$ cat config.mk
export PLATFORM = sky130hd
export DESIGN_NAME = rgb_levels_adjust
export DESIGN_NICKNAME = d
export VERILOG_FILES = /design/src/hdl/rla_pkg.sv /design/src/hdl/rla_level_front.sv /design/src/hdl/rla_div_pipe.sv /design/src/hdl/rla_scale_mid.sv /design/src/hdl/rla_out_stage.sv /design/src/hdl/rgb_levels_adjust.sv
export SDC_FILE = /design/constraint.sdc
export NUM_CORES = 2
export LEC_CHECK = 0
export BUFFER_PORTS_ARGS = -buffer_cell sky130_fd_sc_hd__buf_2
export CAP_MARGIN = 40
export CORE_UTILIZATION = 50
export CTS_CLUSTER_SIZE = 30
export DETAILED_ROUTE_END_ITERATION = 10
export PLACE_DENSITY = 0.64
export SYNTH_ARGS = -nofsm -noshare
export SYNTH_HDL_FRONTEND = slang
export SYNTH_SLANG_ARGS = --single-unit
$ cat constraint.sdc
create_clock -name aclk -period 18.8 [get_ports aclk]
set_clock_uncertainty 0.05 [all_clocks]
set_input_delay 3.76 -clock aclk [delete_from_list [all_inputs] [get_ports aclk]]
set_output_delay 3.76 -clock aclk [all_outputs]
set_load 0.05 [all_outputs]
$ cat src/hdl/rla_pkg.sv
// shared types and constants for the rgb levels adjust block
package rla_pkg;

    // pixel layout
    localparam int CH_W   = 8;
    localparam int NUM_CH = 3;

    // long division steps retired per divider pipeline stage
    localparam int DIV_STEPS = 4;

    // configuration register indexes
    localparam int CFG_IDX_W = 3;
    typedef enum logic [CFG_IDX_W-1:0] {
        CFG_MARK_LOW   = 3'd0,
        CFG_MARK_MID   = 3'd1,
        CFG_MARK_HIGH  = 3'd2,
        CFG_RANGE_LOW  = 3'd3,
        CFG_RANGE_HIGH = 3'd4
    } cfg_idx_t;

    typedef logic [CH_W-1:0] chan_t;
    typedef logic [NUM_CH-1:0][CH_W-1:0] pix_t;

    // configuration register set
    typedef struct packed {
        chan_t mark_low;
        chan_t mark_mid;
        chan_t mark_high;
        chan_t range_low;
        chan_t range_high;
    } cfg_t;

    localparam cfg_t CFG_RESET = '{
        mark_low:   8'd0,
        mark_mid:   8'd128,
        mark_high:  8'd255,
        range_low:  8'd0,
        range_high: 8'd255
    };

    // which part of the levels curve a channel falls on
    typedef enum logic [2:0] {
        SEG_MID  = 3'd0,
        SEG_ZERO = 3'd1,
        SEG_MAX  = 3'd2,
        SEG_LOW  = 3'd3,
        SEG_HIGH = 3'd4
    } seg_t;

    typedef seg_t [NUM_CH-1:0] seg_vec_t;

endpackage

$ cat src/hdl/rla_level_front.sv
// front stage: classify each channel and form the division operands
module rla_level_front #(
    parameter int MAX_LEVEL = 255,
    parameter int MID_LEVEL = 128,
    parameter int NUM_W     = 16
) (
    input  logic                                          aclk,
    input  logic                                          aresetn,
    input  rla_pkg::cfg_t                                 cfg,
    input  logic                                          in_valid,
    output logic                                          in_ready,
    input  rla_pkg::pix_t                                 in_pix,
    output logic                                          out_valid,
    input  logic                                          out_ready,
    output logic [rla_pkg::NUM_CH-1:0][NUM_W-1:0]         out_num,
    output logic [rla_pkg::NUM_CH-1:0][rla_pkg::CH_W-1:0] out_den,
    output rla_pkg::seg_vec_t                             out_segs
);
    import rla_pkg::*;

    localparam int K_SGN = MAX_LEVEL + 1 - MID_LEVEL;
    localparam int K_MAG = (K_SGN < 0) ? -K_SGN : K_SGN;

    logic                              valid_reg;
    logic [NUM_CH-1:0][NUM_W-1:0]      num_reg, num_next;
    logic [NUM_CH-1:0][CH_W-1:0]       den_reg, den_next;
    seg_vec_t                          segs_reg, segs_next;

    // segment tests in priority order, operands for the linear parts
    always_comb begin
        for (int l = 0; l < NUM_CH; l++) begin
            num_next[l]  = '0;
            den_next[l]  = CH_W'(1);
            if (in_pix[l] == cfg.mark_mid) begin
                segs_next[l] = SEG_MID;
            end else if (in_pix[l] <= cfg.mark_low) begin
                segs_next[l] = SEG_ZERO;
            end else if (in_pix[l] >= cfg.mark_high) begin
                segs_next[l] = SEG_MAX;
            end else if (in_pix[l] < cfg.mark_mid) begin
                segs_next[l] = SEG_LOW;
                num_next[l]  = NUM_W'(MID_LEVEL) * NUM_W'(in_pix[l] - cfg.mark_low);
                den_next[l]  = cfg.mark_mid - cfg.mark_low;
            end else begin
                segs_next[l] = SEG_HIGH;
                num_next[l]  = NUM_W'(K_MAG) * NUM_W'(in_pix[l] - cfg.mark_mid);
                den_next[l]  = cfg.mark_high - cfg.mark_mid;
            end
        end
    end

    assign in_ready = !valid_reg || out_ready;

    // stage valid
    always_ff @(posedge aclk) begin
        if (!aresetn) begin
            valid_reg <= 1'b0;
        end else if (in_ready) begin
            valid_reg <= in_valid;
        end
    end

    // stage payload
    always_ff @(posedge aclk) begin
        if (in_ready && in_valid) begin
            num_reg  <= num_next;
            den_reg  <= den_next;
            segs_reg <= segs_next;
        end
    end

    assign out_valid = valid_reg;
    assign out_num   = num_reg;
    assign out_den   = den_reg;
    assign out_segs  = segs_reg;

    // a linear segment never leaves with a zero divisor
    for (genvar l = 0; l < NUM_CH; l++) begin : g_chk
        a_den_nonzero: assert property (@(posedge aclk) disable iff (!aresetn)
            out_valid && (out_segs[l] == SEG_LOW || out_segs[l] == SEG_HIGH)
            |-> out_den[l] != '0)
            else $error("linear segment with zero divisor");
    end

endmodule

$ cat src/hdl/rla_div_pipe.sv
// pipelined unsigned restoring divider, several lanes sharing one flow control
module rla_div_pipe #(
    parameter int LANES  = 3,
    parameter int NUM_W  = 16,
    parameter int DEN_W  = 8,
    parameter int SIDE_W = 1,
    parameter int STEP_N = 4
) (
    input  logic                              aclk,
    input  logic                              aresetn,
    input  logic                              in_valid,
    output logic                              in_ready,
    input  logic [LANES-1:0][NUM_W-1:0]       in_num,
    input  logic [LANES-1:0][DEN_W-1:0]       in_den,
    input  logic [SIDE_W-1:0]                 in_side,
    output logic                              out_valid,
    input  logic                              out_ready,
    output logic [LANES-1:0][NUM_W-1:0]       out_quo,
    output logic [SIDE_W-1:0]                 out_side
);
    localparam int NSTG = (NUM_W + STEP_N - 1) / STEP_N;

    // view of each stage boundary, index 0 is the input
    logic [NSTG:0]                             st_vld;
    logic [NSTG:0]                             rdy;
    logic [NSTG:0][LANES-1:0][NUM_W-1:0]       st_wq;
    logic [NSTG:0][LANES-1:0][DEN_W-1:0]       st_rem;
    logic [NSTG:0][LANES-1:0][DEN_W-1:0]       st_den;
    logic [NSTG:0][SIDE_W-1:0]                 st_side;

    assign st_vld[0]  = in_valid;
    assign st_wq[0]   = in_num;
    assign st_rem[0]  = '0;
    assign st_den[0]  = in_den;
    assign st_side[0] = in_side;
    assign rdy[NSTG]  = out_ready;
    assign in_ready   = rdy[0];

    for (genvar k = 0; k < NSTG; k++) begin : g_stg
        logic                          vld_reg;
        logic [LANES-1:0][NUM_W-1:0]   wq_reg, wq_next;
        logic [LANES-1:0][DEN_W-1:0]   rem_reg, rem_next;
        logic [LANES-1:0][DEN_W-1:0]   den_reg;
        logic [SIDE_W-1:0]             side_reg;

        // numerator bits shift out at the top, quotient bits shift in at the bottom
        always_comb begin
            logic [DEN_W:0] trial;
            trial    = '0;
            wq_next  = st_wq[k];
            rem_next = st_rem[k];
            for (int l = 0; l < LANES; l++) begin
                for (int i = 0; i < STEP_N; i++) begin
                    if (k * STEP_N + i < NUM_W) begin
                        trial = {rem_next[l], wq_next[l][NUM_W-1]};
                        if (trial >= {1'b0, st_den[k][l]}) begin
                            trial      = trial - {1'b0, st_den[k][l]};
                            wq_next[l] = {wq_next[l][NUM_W-2:0], 1'b1};
                        end else begin
                            wq_next[l] = {wq_next[l][NUM_W-2:0], 1'b0};
                        end
                        rem_next[l] = trial[DEN_W-1:0];
                    end
                end
            end
        end

        assign rdy[k] = !vld_reg || rdy[k+1];

        // stage valid
        always_ff @(posedge aclk) begin
            if (!aresetn) begin
                vld_reg <= 1'b0;
            end else if (rdy[k]) begin
                vld_reg <= st_vld[k];
            end
        end

        // stage payload
        always_ff @(posedge aclk) begin
            if (rdy[k] && st_vld[k]) begin
                wq_reg   <= wq_next;
                rem_reg  <= rem_next;
                den_reg  <= st_den[k];
                side_reg <= st_side[k];
            end
        end

        assign st_vld[k+1]  = vld_reg;
        assign st_wq[k+1]   = wq_reg;
        assign st_rem[k+1]  = rem_reg;
        assign st_den[k+1]  = den_reg;
        assign st_side[k+1] = side_reg;
    end

    assign out_valid = st_vld[NSTG];
    assign out_quo   = st_wq[NSTG];
    assign out_side  = st_side[NSTG];

    // final remainder stays below the divisor for a nonzero divisor
    for (genvar l = 0; l < LANES; l++) begin : g_chk
        a_rem_below_den: assert property (@(posedge aclk) disable iff (!aresetn)
            st_vld[NSTG] && st_den[NSTG][l] != '0 |-> st_rem[NSTG][l] < st_den[NSTG][l])
            else $error("divider remainder not below divisor");
    end

endmodule

$ cat src/hdl/rla_scale_mid.sv
// middle stage: levelled value per channel, times the output span magnitude
module rla_scale_mid #(
    parameter int MAX_LEVEL = 255,
    parameter int MID_LEVEL = 128,
    parameter int NUM_W     = 16,
    parameter int LVL_W     = 8
) (
    input  logic                                                aclk,
    input  logic                                                aresetn,
    input  rla_pkg::cfg_t                                       cfg,
    input  logic                                                in_valid,
    output logic                                                in_ready,
    input  logic [rla_pkg::NUM_CH-1:0][NUM_W-1:0]               in_quo,
    input  rla_pkg::seg_vec_t                                   in_segs,
    output logic                                                out_valid,
    input  logic                                                out_ready,
    output logic [rla_pkg::NUM_CH-1:0][rla_pkg::CH_W+LVL_W-1:0] out_prod,
    output logic                                                out_neg
);
    import rla_pkg::*;

    localparam int  PROD_W = CH_W + LVL_W;
    localparam bit  K_NEG  = (MAX_LEVEL + 1 - MID_LEVEL) < 0;

    logic                             valid_reg;
    logic [NUM_CH-1:0][PROD_W-1:0]    prod_reg, prod_next;
    logic                             neg_reg;
    logic [NUM_CH-1:0][LVL_W-1:0]     lvl;
    logic [CH_W:0]                    span_diff;
    logic                             span_neg;
    logic [CH_W-1:0]                  span_mag;

    // signed output span split into sign and magnitude
    assign span_diff = {1'b0, cfg.range_high} - {1'b0, cfg.range_low};
    assign span_neg  = span_diff[CH_W];
    assign span_mag  = span_neg ? CH_W'(-span_diff) : span_diff[CH_W-1:0];

    // levelled value per channel
    always_comb begin
        for (int l = 0; l < NUM_CH; l++) begin
            case (in_segs[l])
                SEG_MID:  lvl[l] = LVL_W'(MID_LEVEL);
                SEG_ZERO: lvl[l] = '0;
                SEG_MAX:  lvl[l] = LVL_W'(MAX_LEVEL);
                SEG_LOW:  lvl[l] = in_quo[l][LVL_W-1:0];
                SEG_HIGH: begin
                    if (K_NEG) begin
                        lvl[l] = LVL_W'(MID_LEVEL) - in_quo[l][LVL_W-1:0];
                    end else begin
                        lvl[l] = in_quo[l][LVL_W-1:0] + LVL_W'(MID_LEVEL);
                    end
                end
                default:  lvl[l] = '0;
            endcase
            prod_next[l] = PROD_W'(span_mag) * PROD_W'(lvl[l]);
        end
    end

    assign in_ready = !valid_reg || out_ready;

    // stage valid
    always_ff @(posedge aclk) begin
        if (!aresetn) begin
            valid_reg <= 1'b0;
        end else if (in_ready) begin
            valid_reg <= in_valid;
        end
    end

    // stage payload
    always_ff @(posedge aclk) begin
        if (in_ready && in_valid) begin
            prod_reg <= prod_next;
            neg_reg  <= span_neg;
        end
    end

    assign out_valid = valid_reg;
    assign out_prod  = prod_reg;
    assign out_neg   = neg_reg;

    // the lower segment quotient always stays below the mid level
    for (genvar l = 0; l < NUM_CH; l++) begin : g_chk
        a_low_quo: assert property (@(posedge aclk) disable iff (!aresetn)
            in_valid && in_segs[l] == SEG_LOW |-> in_quo[l] < NUM_W'(MID_LEVEL))
            else $error("lower segment quotient out of range");
    end

endmodule

$ cat src/hdl/rla_out_stage.sv
// output stages: divide by the full level, apply span sign, add range offset, saturate
module rla_out_stage #(
    parameter int MAX_LEVEL = 255,
    parameter int QUO_W     = 16
) (
    input  logic                                  aclk,
    input  logic                                  aresetn,
    input  rla_pkg::cfg_t                         cfg,
    input  logic                                  in_valid,
    output logic                                  in_ready,
    input  logic [rla_pkg::NUM_CH-1:0][QUO_W-1:0] in_prod,
    input  logic                                  in_neg,
    output logic                                  out_valid,
    input  logic                                  out_ready,
    output rla_pkg::pix_t                         out_pix
);
    import rla_pkg::*;

    localparam int R_W = QUO_W + 2;

    // reciprocal of the full level, exact for every numerator below 2**QUO_W
    localparam int     RCP_SH  = QUO_W + $clog2(MAX_LEVEL);
    localparam int     RCP_W   = QUO_W + 2;
    localparam int     MUL_W   = QUO_W + RCP_W;
    localparam longint RCP_VAL = ((longint'(1) << RCP_SH) + longint'(MAX_LEVEL) - 1)
                                 / longint'(MAX_LEVEL);
    localparam logic [RCP_W-1:0] RCP = RCP_W'(RCP_VAL);

    logic                          div_valid_reg;
    logic [NUM_CH-1:0][QUO_W-1:0]  quo_reg, quo_next;
    logic                          neg_reg;
    logic [NUM_CH-1:0][MUL_W-1:0]  mul;
    logic                          pix_ready;
    logic                          valid_reg;
    pix_t                          pix_reg, pix_next;
    logic [NUM_CH-1:0][R_W-1:0]    res;

    // quotient by the full level as a multiply and shift
    always_comb begin
        for (int l = 0; l < NUM_CH; l++) begin
            mul[l]      = {{RCP_W{1'b0}}, in_prod[l]} * {{QUO_W{1'b0}}, RCP};
            quo_next[l] = QUO_W'(mul[l] >> RCP_SH);
        end
    end

    assign in_ready = !div_valid_reg || pix_ready;

    // quotient stage valid
    always_ff @(posedge aclk) begin
        if (!aresetn) begin
            div_valid_reg <= 1'b0;
        end else if (in_ready) begin
            div_valid_reg <= in_valid;
        end
    end

    // quotient stage payload
    always_ff @(posedge aclk) begin
        if (in_ready && in_valid) begin
            quo_reg <= quo_next;
            neg_reg <= in_neg;
        end
    end

    // offset and clamp per channel
    always_comb begin
        for (int l = 0; l < NUM_CH; l++) begin
            if (neg_reg) begin
                res[l] = R_W'(cfg.range_low) - R_W'(quo_reg[l]);
            end else begin
                res[l] = R_W'(cfg.range_low) + R_W'(quo_reg[l]);
            end
            if (res[l][R_W-1]) begin
                pix_next[l] = '0;
            end else if (|res[l][R_W-2:CH_W]) begin
                pix_next[l] = '1;
            end else begin
                pix_next[l] = res[l][CH_W-1:0];
            end
        end
    end

    assign pix_ready = !valid_reg || out_ready;

    // output valid
    always_ff @(posedge aclk) begin
        if (!aresetn) begin
            valid_reg <= 1'b0;
        end else if (pix_ready) begin
            valid_reg <= div_valid_reg;
        end
    end

    // output payload
    always_ff @(posedge aclk) begin
        if (pix_ready && div_valid_reg) begin
            pix_reg <= pix_next;
        end
    end

    assign out_valid = valid_reg;
    assign out_pix   = pix_reg;

endmodule

$ cat src/hdl/rgb_levels_adjust.sv
// top level of the rgb levels adjust block
//
//  port group   dir  width  contents
//  s_axis_*     in   24     source pixel item
//  m_axis_*     out  24     levelled pixel item
//  cfg_wr_*     in   3/8    register write, no read-back
//
//  one pixel item per clock sustained while m_tready is high; the path runs through the input
//  register, the curve long division pipeline (4 quotient bits per stage over an N1 bit
//  numerator), the scale register, the reciprocal multiply register and the output register,
//  N1 = CH_W + bits(max(MID_LEVEL, |MAX_LEVEL+1-MID_LEVEL|)).
//  reset is synchronous and active low; it empties every stage and loads the
//  register defaults. every stage holds its item while the one after it is
//  full and stalled, so a stall on m_tready loses and repeats nothing.
module rgb_levels_adjust #(
    parameter int MAX_LEVEL = 255,
    parameter int MID_LEVEL = 128
) (
    input  logic                            aclk,
    input  logic                            aresetn,
    // config write port
    input  logic                            cfg_wr_en,
    input  logic [rla_pkg::CFG_IDX_W-1:0]   cfg_wr_index,
    input  logic [rla_pkg::CH_W-1:0]        cfg_wr_data,
    // source pixel
    input  logic                            s_tvalid,
    output logic                            s_tready,
    input  logic [23:0]                     s_tdata,   // red_in, green_in, blue_in
    // levelled pixel
    output logic                            m_tvalid,
    input  logic                            m_tready,
    output logic [23:0]                     m_tdata    // red_out, green_out, blue_out
);
    import rla_pkg::*;

    localparam int K_SGN   = MAX_LEVEL + 1 - MID_LEVEL;
    localparam int K_MAG   = (K_SGN < 0) ? -K_SGN : K_SGN;
    localparam int MUL_TOP = (MID_LEVEL > K_MAG) ? MID_LEVEL : K_MAG;
    localparam int N1_W    = $clog2(MUL_TOP + 1) + CH_W;
    localparam int LVL_TOP = (MAX_LEVEL > MID_LEVEL) ? MAX_LEVEL : MID_LEVEL;
    localparam int LVL_W   = $clog2(LVL_TOP + 1);
    localparam int N2_W    = CH_W + LVL_W;
    localparam int SEG_W   = $bits(seg_vec_t);

    cfg_t cfg_reg;

    logic                              fr_valid, fr_ready;
    logic [NUM_CH-1:0][N1_W-1:0]       fr_num;
    logic [NUM_CH-1:0][CH_W-1:0]       fr_den;
    seg_vec_t                          fr_segs;

    logic                              d1_valid, d1_ready;
    logic [NUM_CH-1:0][N1_W-1:0]       d1_quo;
    logic [SEG_W-1:0]                  d1_side;
    seg_vec_t                          d1_segs;

    logic                              sc_valid, sc_ready;
    logic [NUM_CH-1:0][N2_W-1:0]       sc_prod;
    logic                              sc_neg;

    pix_t                              out_pix;

    // configuration registers, writes beyond the list are dropped
    always_ff @(posedge aclk) begin
        if (!aresetn) begin
            cfg_reg <= CFG_RESET;
        end else if (cfg_wr_en) begin
            unique case (cfg_wr_index)
                CFG_MARK_LOW:   cfg_reg.mark_low   <= cfg_wr_data;
                CFG_MARK_MID:   cfg_reg.mark_mid   <= cfg_wr_data;
                CFG_MARK_HIGH:  cfg_reg.mark_high  <= cfg_wr_data;
                CFG_RANGE_LOW:  cfg_reg.range_low  <= cfg_wr_data;
                CFG_RANGE_HIGH: cfg_reg.range_high <= cfg_wr_data;
                default: ;
            endcase
        end
    end

    // segment select and division operands
    rla_level_front #(
        .MAX_LEVEL (MAX_LEVEL),
        .MID_LEVEL (MID_LEVEL),
        .NUM_W     (N1_W)
    ) u_front (
        .aclk      (aclk),
        .aresetn   (aresetn),
        .cfg       (cfg_reg),
        .in_valid  (s_tvalid),
        .in_ready  (s_tready),
        .in_pix    (pix_t'(s_tdata)),
        .out_valid (fr_valid),
        .out_ready (fr_ready),
        .out_num   (fr_num),
        .out_den   (fr_den),
        .out_segs  (fr_segs)
    );

    // curve division by the mark distance
    rla_div_pipe #(
        .LANES  (NUM_CH),
        .NUM_W  (N1_W),
        .DEN_W  (CH_W),
        .SIDE_W (SEG_W),
        .STEP_N (DIV_STEPS)
    ) u_div_curve (
        .aclk      (aclk),
        .aresetn   (aresetn),
        .in_valid  (fr_valid),
        .in_ready  (fr_ready),
        .in_num    (fr_num),
        .in_den    (fr_den),
        .in_side   (SEG_W'(fr_segs)),
        .out_valid (d1_valid),
        .out_ready (d1_ready),
        .out_quo   (d1_quo),
        .out_side  (d1_side)
    );

    assign d1_segs = seg_vec_t'(d1_side);

    // levelled value times span
    rla_scale_mid #(
        .MAX_LEVEL (MAX_LEVEL),
        .MID_LEVEL (MID_LEVEL),
        .NUM_W     (N1_W),
        .LVL_W     (LVL_W)
    ) u_scale (
        .aclk      (aclk),
        .aresetn   (aresetn),
        .cfg       (cfg_reg),
        .in_valid  (d1_valid),
        .in_ready  (d1_ready),
        .in_quo    (d1_quo),
        .in_segs   (d1_segs),
        .out_valid (sc_valid),
        .out_ready (sc_ready),
        .out_prod  (sc_prod),
        .out_neg   (sc_neg)
    );

    // rescale by the full level, offset, clamp and output register
    rla_out_stage #(
        .MAX_LEVEL (MAX_LEVEL),
        .QUO_W     (N2_W)
    ) u_out (
        .aclk      (aclk),
        .aresetn   (aresetn),
        .cfg       (cfg_reg),
        .in_valid  (sc_valid),
        .in_ready  (sc_ready),
        .in_prod   (sc_prod),
        .in_neg    (sc_neg),
        .out_valid (m_tvalid),
        .out_ready (m_tready),
        .out_pix   (out_pix)
    );

    assign m_tdata = out_pix;

    // reset empties the pipeline
    a_reset_empty: assert property (@(posedge aclk)
        !aresetn |=> !m_tvalid)
        else $error("output valid right after reset");

    // with the sink ready every stage moves, so the source side is ready too
    a_ready_chain: assert property (@(posedge aclk) disable iff (!aresetn)
        m_tready |-> s_tready)
        else $error("input stalled while output sink is ready");

    // a mid mark write lands in the register
    a_cfg_mid_write: assert property (@(posedge aclk) disable iff (!aresetn)
        cfg_wr_en && cfg_wr_index == CFG_MARK_MID |=> cfg_reg.mark_mid == $past(cfg_wr_data))
        else $error("mid mark write lost");

endmodule

==> run_results.csv <==
group,metric,value,unit
worst_hold_path,worstHoldEndpoint,"u_div_curve.g_stg[2].side_reg[3]$_DFFE_PP_",
worst_setup_path,wp_data_arrival,10.15,ns
job,max_cap_viol_count,0,
placement,placedCellCount,6272,
sta,final-setup-viol-count,0,
worst_hold_path,min_delay_path_depth,0,
worst_setup_path,crit_path_max_fanout,10,
drt,final_antenna_net_count,0,
drt,dr.first_iter.drc_count,1901,
clock_network,cts_root_buffer,"sky130_fd_sc_hd__clkbuf_16",
placement,dp_hpwl,86900,um
worst_setup_path,ff2ff_path_depth,41,
finish,post_layout_nonfiller_instances,6376,
worst_hold_path,worstHoldPathType,"flip-flop to flip-flop",
worst_setup_path,crit_path_end_kind,"flip-flop",
yosys,synth.distinct_cells,90,
clock_network,tritoncts,"yes",
die,die_width,308,um
drt,via_per_inst,5.58,
global_routing,globalRouteTotalUtil,23.1,%
drt,post_drt_wl_per_cell,17.0,um
drt,dr_total_vias,35600,
die,start_util,50.8,%
yosys,yosys.area_share.simple,14.1,%
worst_setup_path,cpPeakStageDelay,0.61,ns
die,fp.dieH,308,um
drt,drtPass1Iterations,5,
clock_network,post_cts_resize_count,0,
yosys,synth.top_cell.area_share,25.3,%
clock_network,hold_buffers,0,
yosys,compound_gate_fraction_of_synth_area,15.8,%
sta,final.min_clock_period,9.82,ns
yosys,post_synth_xor_area_fraction,5.65,%
worst_setup_path,setup.worst_path.start_class,"flip-flop",
drt,remaining_drc_errors,0,
yosys,most_area_hungry_cell_type_in_the_yosys_netlist,"sky130_fd_sc_hd__edfxtp_1",
clock_network,numCtsBuffers,55,
yosys,postSynthNetCount,5983,
worst_setup_path,timing.critical_path.required,19.13,ns
sta,fmax,102,MHz
yosys,ys_seq_elements,443,
worst_setup_path,regToRegEndpoint,"u_div_curve.g_stg[1].rem_reg[6]$_DFFE_PP_",
finish,finish.net_count,6074,
sta,unrepaired_setup_endpoints_after_global_routing,"false",
finish,flow.area_growth_from_synthesis,8.38,%
yosys,netlist_instances,4996,
global_routing,grt_overflow_total,0,
worst_hold_path,hp-start,"u_div_curve.g_stg[1].side_reg[3]$_DFFE_PP_",
global_routing,grt_antenna_before_repair,5,
yosys,ys_async_sr_fraction,0,%
sta,worstMarginPinSlew,0.873,ns
global_routing,grt_first_pass_wirelength,178000,um
sta,slew_headroom,41.8,%
drt,route.final.wire_length,108000,um
yosys,synth_top_family_by_area,"adder cells",
yosys,cell_types_with_the_largest_area_share_after_synthesis,"sky130_fd_sc_hd__edfxtp_1 (25%), sky130_fd_sc_hd__ha_1 (21%), sky130_fd_sc_hd__fa_1 (6.5%), sky130_fd_sc_hd__inv_1 (4.1%), sky130_fd_sc_hd__xnor2_1 (4.0%)",
clock_network,worstSkewPairLatency,0.66,ns
placement,port_buffers,65,
finish,layout-drive-gt1-share,7.85,%
global_routing,maximum_number_of_pins_on_one_net_before_global_route_repair,61,
worst_setup_path,type_of_the_setup_path_with_the_least_slack,"flip-flop to flip-flop",
yosys,yosys_warnings,0,
sta,hold-worst-slack,0.346,ns
worst_setup_path,critical-path-slowest-cell,"sky130_fd_sc_hd__o21ai_1",
yosys,post_synth_mux_area_share,4.56,%
die,floorplan.io_pins,66,
yosys,postSynthAreaPerCell,9.38,sq um
die,row_count,111,
clock_network,clock_tree.htree_level_count,2,
finish,seq_area,12800,sq um
sta,slew_viol_final,0,
sta,fin_tns_setup,0,ns
yosys,dominantRegCellSynth,"sky130_fd_sc_hd__edfxtp_1",
die,dieArea,94900,sq um
finish,multi_input_comb_area,31900,sq um
finish,fill_cells,8369,
sta,hold_viol,0,
global_routing,grt_pass1_vias,34700,
yosys,synth_enable_flop_cells,395,
worst_setup_path,reg2reg_setup_slack,8.98,ns
yosys,synth-seq-area-share,27.4,%
worst_setup_path,rr_startpoint,"u_div_curve.g_stg[0].den_reg[1]$_DFFE_PP_",
clock_network,cts.reportedPaths.clkPinSlew,0.06,ns
yosys,synthesis.area,46800,sq um
placement,place_congestion,0.906,
outcome,run_status,"finished, final reports clean",
sta,layout_worst_path_cycle_share,52.2,%
clock_network,post_cts_buffers,0,
clock_network,cts-root-to-sink-buffers,3,
yosys,synth_adder_area_share,27.7,%
die,core-area,92200,sq um
clock_network,cts_num_sinks,443,
[placed cells by master, fill, tap and decap left out, types with 82 or more instances in the layout]
cell / count
sky130_fd_sc_hd__ha_1: 794
sky130_fd_sc_hd__inv_1: 516
sky130_fd_sc_hd__nor2_1: 413
sky130_fd_sc_hd__edfxtp_1: 395
sky130_fd_sc_hd__nand2_1: 385
sky130_fd_sc_hd__a21oi_1: 330
sky130_fd_sc_hd__o21ai_0: 228
sky130_fd_sc_hd__xnor2_1: 213
sky130_fd_sc_hd__fa_1: 153
sky130_fd_sc_hd__mux2_2: 138
sky130_fd_sc_hd__a21o_1: 121
sky130_fd_sc_hd__nor2b_1: 114
sky130_fd_sc_hd__nand2b_1: 97
sky130_fd_sc_hd__xor2_1: 87
sky130_fd_sc_hd__o21a_1: 82
[worst max-delay path: cells and delay by family (launching register included)]
family / cells / cell delay, ns
adders and majority gates: 4 / 1.27
DFF: 1 / 0.46
buffers and inverters: 3 / 0.55
and+or+nand+nor: 13 / 2.14
AOI/OAI and AO/OA: 21 / 5.11
[layout make-up]
cell class                      count  area share [%]
Multi-Input combinational cell   3961            62.8
Sequential cell                   443            25.3
Inverter                          524            3.87
Tap cell                         1243            3.06
Clock buffer                       64            2.82
Timing Repair Buffer              102            1.27
Clock inverter                     38           0.956
Antenna cell                        1         0.00493
[per-layer routing]
| layer | global-route usage (%) | part of all wire (%) |
|---|---|---|
| met1 | 31.3 | 48 |
| met2 | 39.8 | 47 |
| met3 | 2.27 | 3.7 |
| met4 | 4.99 | 1.8 |
| met5 | 0 | 0 |
[worst max-delay path by stage]
stage	startpoint	to	slack, ns	cells after the start
4_1_cts	u_div_curve.g_stg[0].den_reg[1]$_DFFE_PP_	u_div_curve.g_stg[1].rem_reg[6]$_DFFE_PP_	9.10	41
3_3_place_gp	u_div_curve.g_stg[0].den_reg[1]$_DFFE_PP_	u_div_curve.g_stg[1].rem_reg[6]$_DFFE_PP_	9.11	40
2_1_floorplan	m_tready	u_div_curve.g_stg[2].den_reg[0]$_DFFE_PP_	8.86	4
3_5_place_dp	u_div_curve.g_stg[0].den_reg[1]$_DFFE_PP_	u_div_curve.g_stg[1].rem_reg[6]$_DFFE_PP_	9.14	41
5_1_grt	u_div_curve.g_stg[0].den_reg[1]$_DFFE_PP_	u_div_curve.g_stg[1].rem_reg[6]$_DFFE_PP_	8.14	41
6_report	u_div_curve.g_stg[0].den_reg[1]$_DFFE_PP_	u_div_curve.g_stg[1].rem_reg[6]$_DFFE_PP_	8.98	41
[per-stage QoR]
step	setup slack (ns)	utilization, %	cell area [sq um]
3_5_place_dp	9.14	53.0	48800
2_1_floorplan	8.86	-	46800
6_report	8.98	55.1	50800
4_1_cts	9.10	55.0	50800
5_1_grt	8.14	55.0	50800
3_3_place_gp	9.11	52.8	48700
[Yosys cell counts, types with 22 or more instances]
cell type,number
sky130_fd_sc_hd__nor3_1,81
sky130_fd_sc_hd__or3_1,41
sky130_fd_sc_hd__clkbuf_1,61
sky130_fd_sc_hd__inv_1,516
sky130_fd_sc_hd__xor2_1,88
sky130_fd_sc_hd__a22oi_1,22
sky130_fd_sc_hd__a21oi_1,331
sky130_fd_sc_hd__nand4_1,45
sky130_fd_sc_hd__and2_1,31
sky130_fd_sc_hd__ha_1,794
sky130_fd_sc_hd__nor2b_1,118
sky130_fd_sc_hd__a21o_1,121
sky130_fd_sc_hd__nor2_1,413
sky130_fd_sc_hd__nand2b_1,97
sky130_fd_sc_hd__o21ai_0,228
sky130_fd_sc_hd__dfxtp_1,48
sky130_fd_sc_hd__fa_1,153
sky130_fd_sc_hd__nand3_1,54
sky130_fd_sc_hd__or2_2,24
sky130_fd_sc_hd__o21bai_1,42
sky130_fd_sc_hd__a21boi_0,76
sky130_fd_sc_hd__o21a_1,82
sky130_fd_sc_hd__nand2_1,385
sky130_fd_sc_hd__o31ai_1,26
sky130_fd_sc_hd__xnor2_1,214
sky130_fd_sc_hd__edfxtp_1,395
sky130_fd_sc_hd__mux2i_1,58
sky130_fd_sc_hd__mux2_2,138
[logic make-up after synthesis]
family	after synthesis
compound gates	1133
flops	443
simple gates	1383
buf+inv	592
xor+xnor	302
fa+ha+maj	947
mux	196
Power is not shown: default switching activity piles up to over one toggle a cycle in this logic, so the estimate is an artifact.
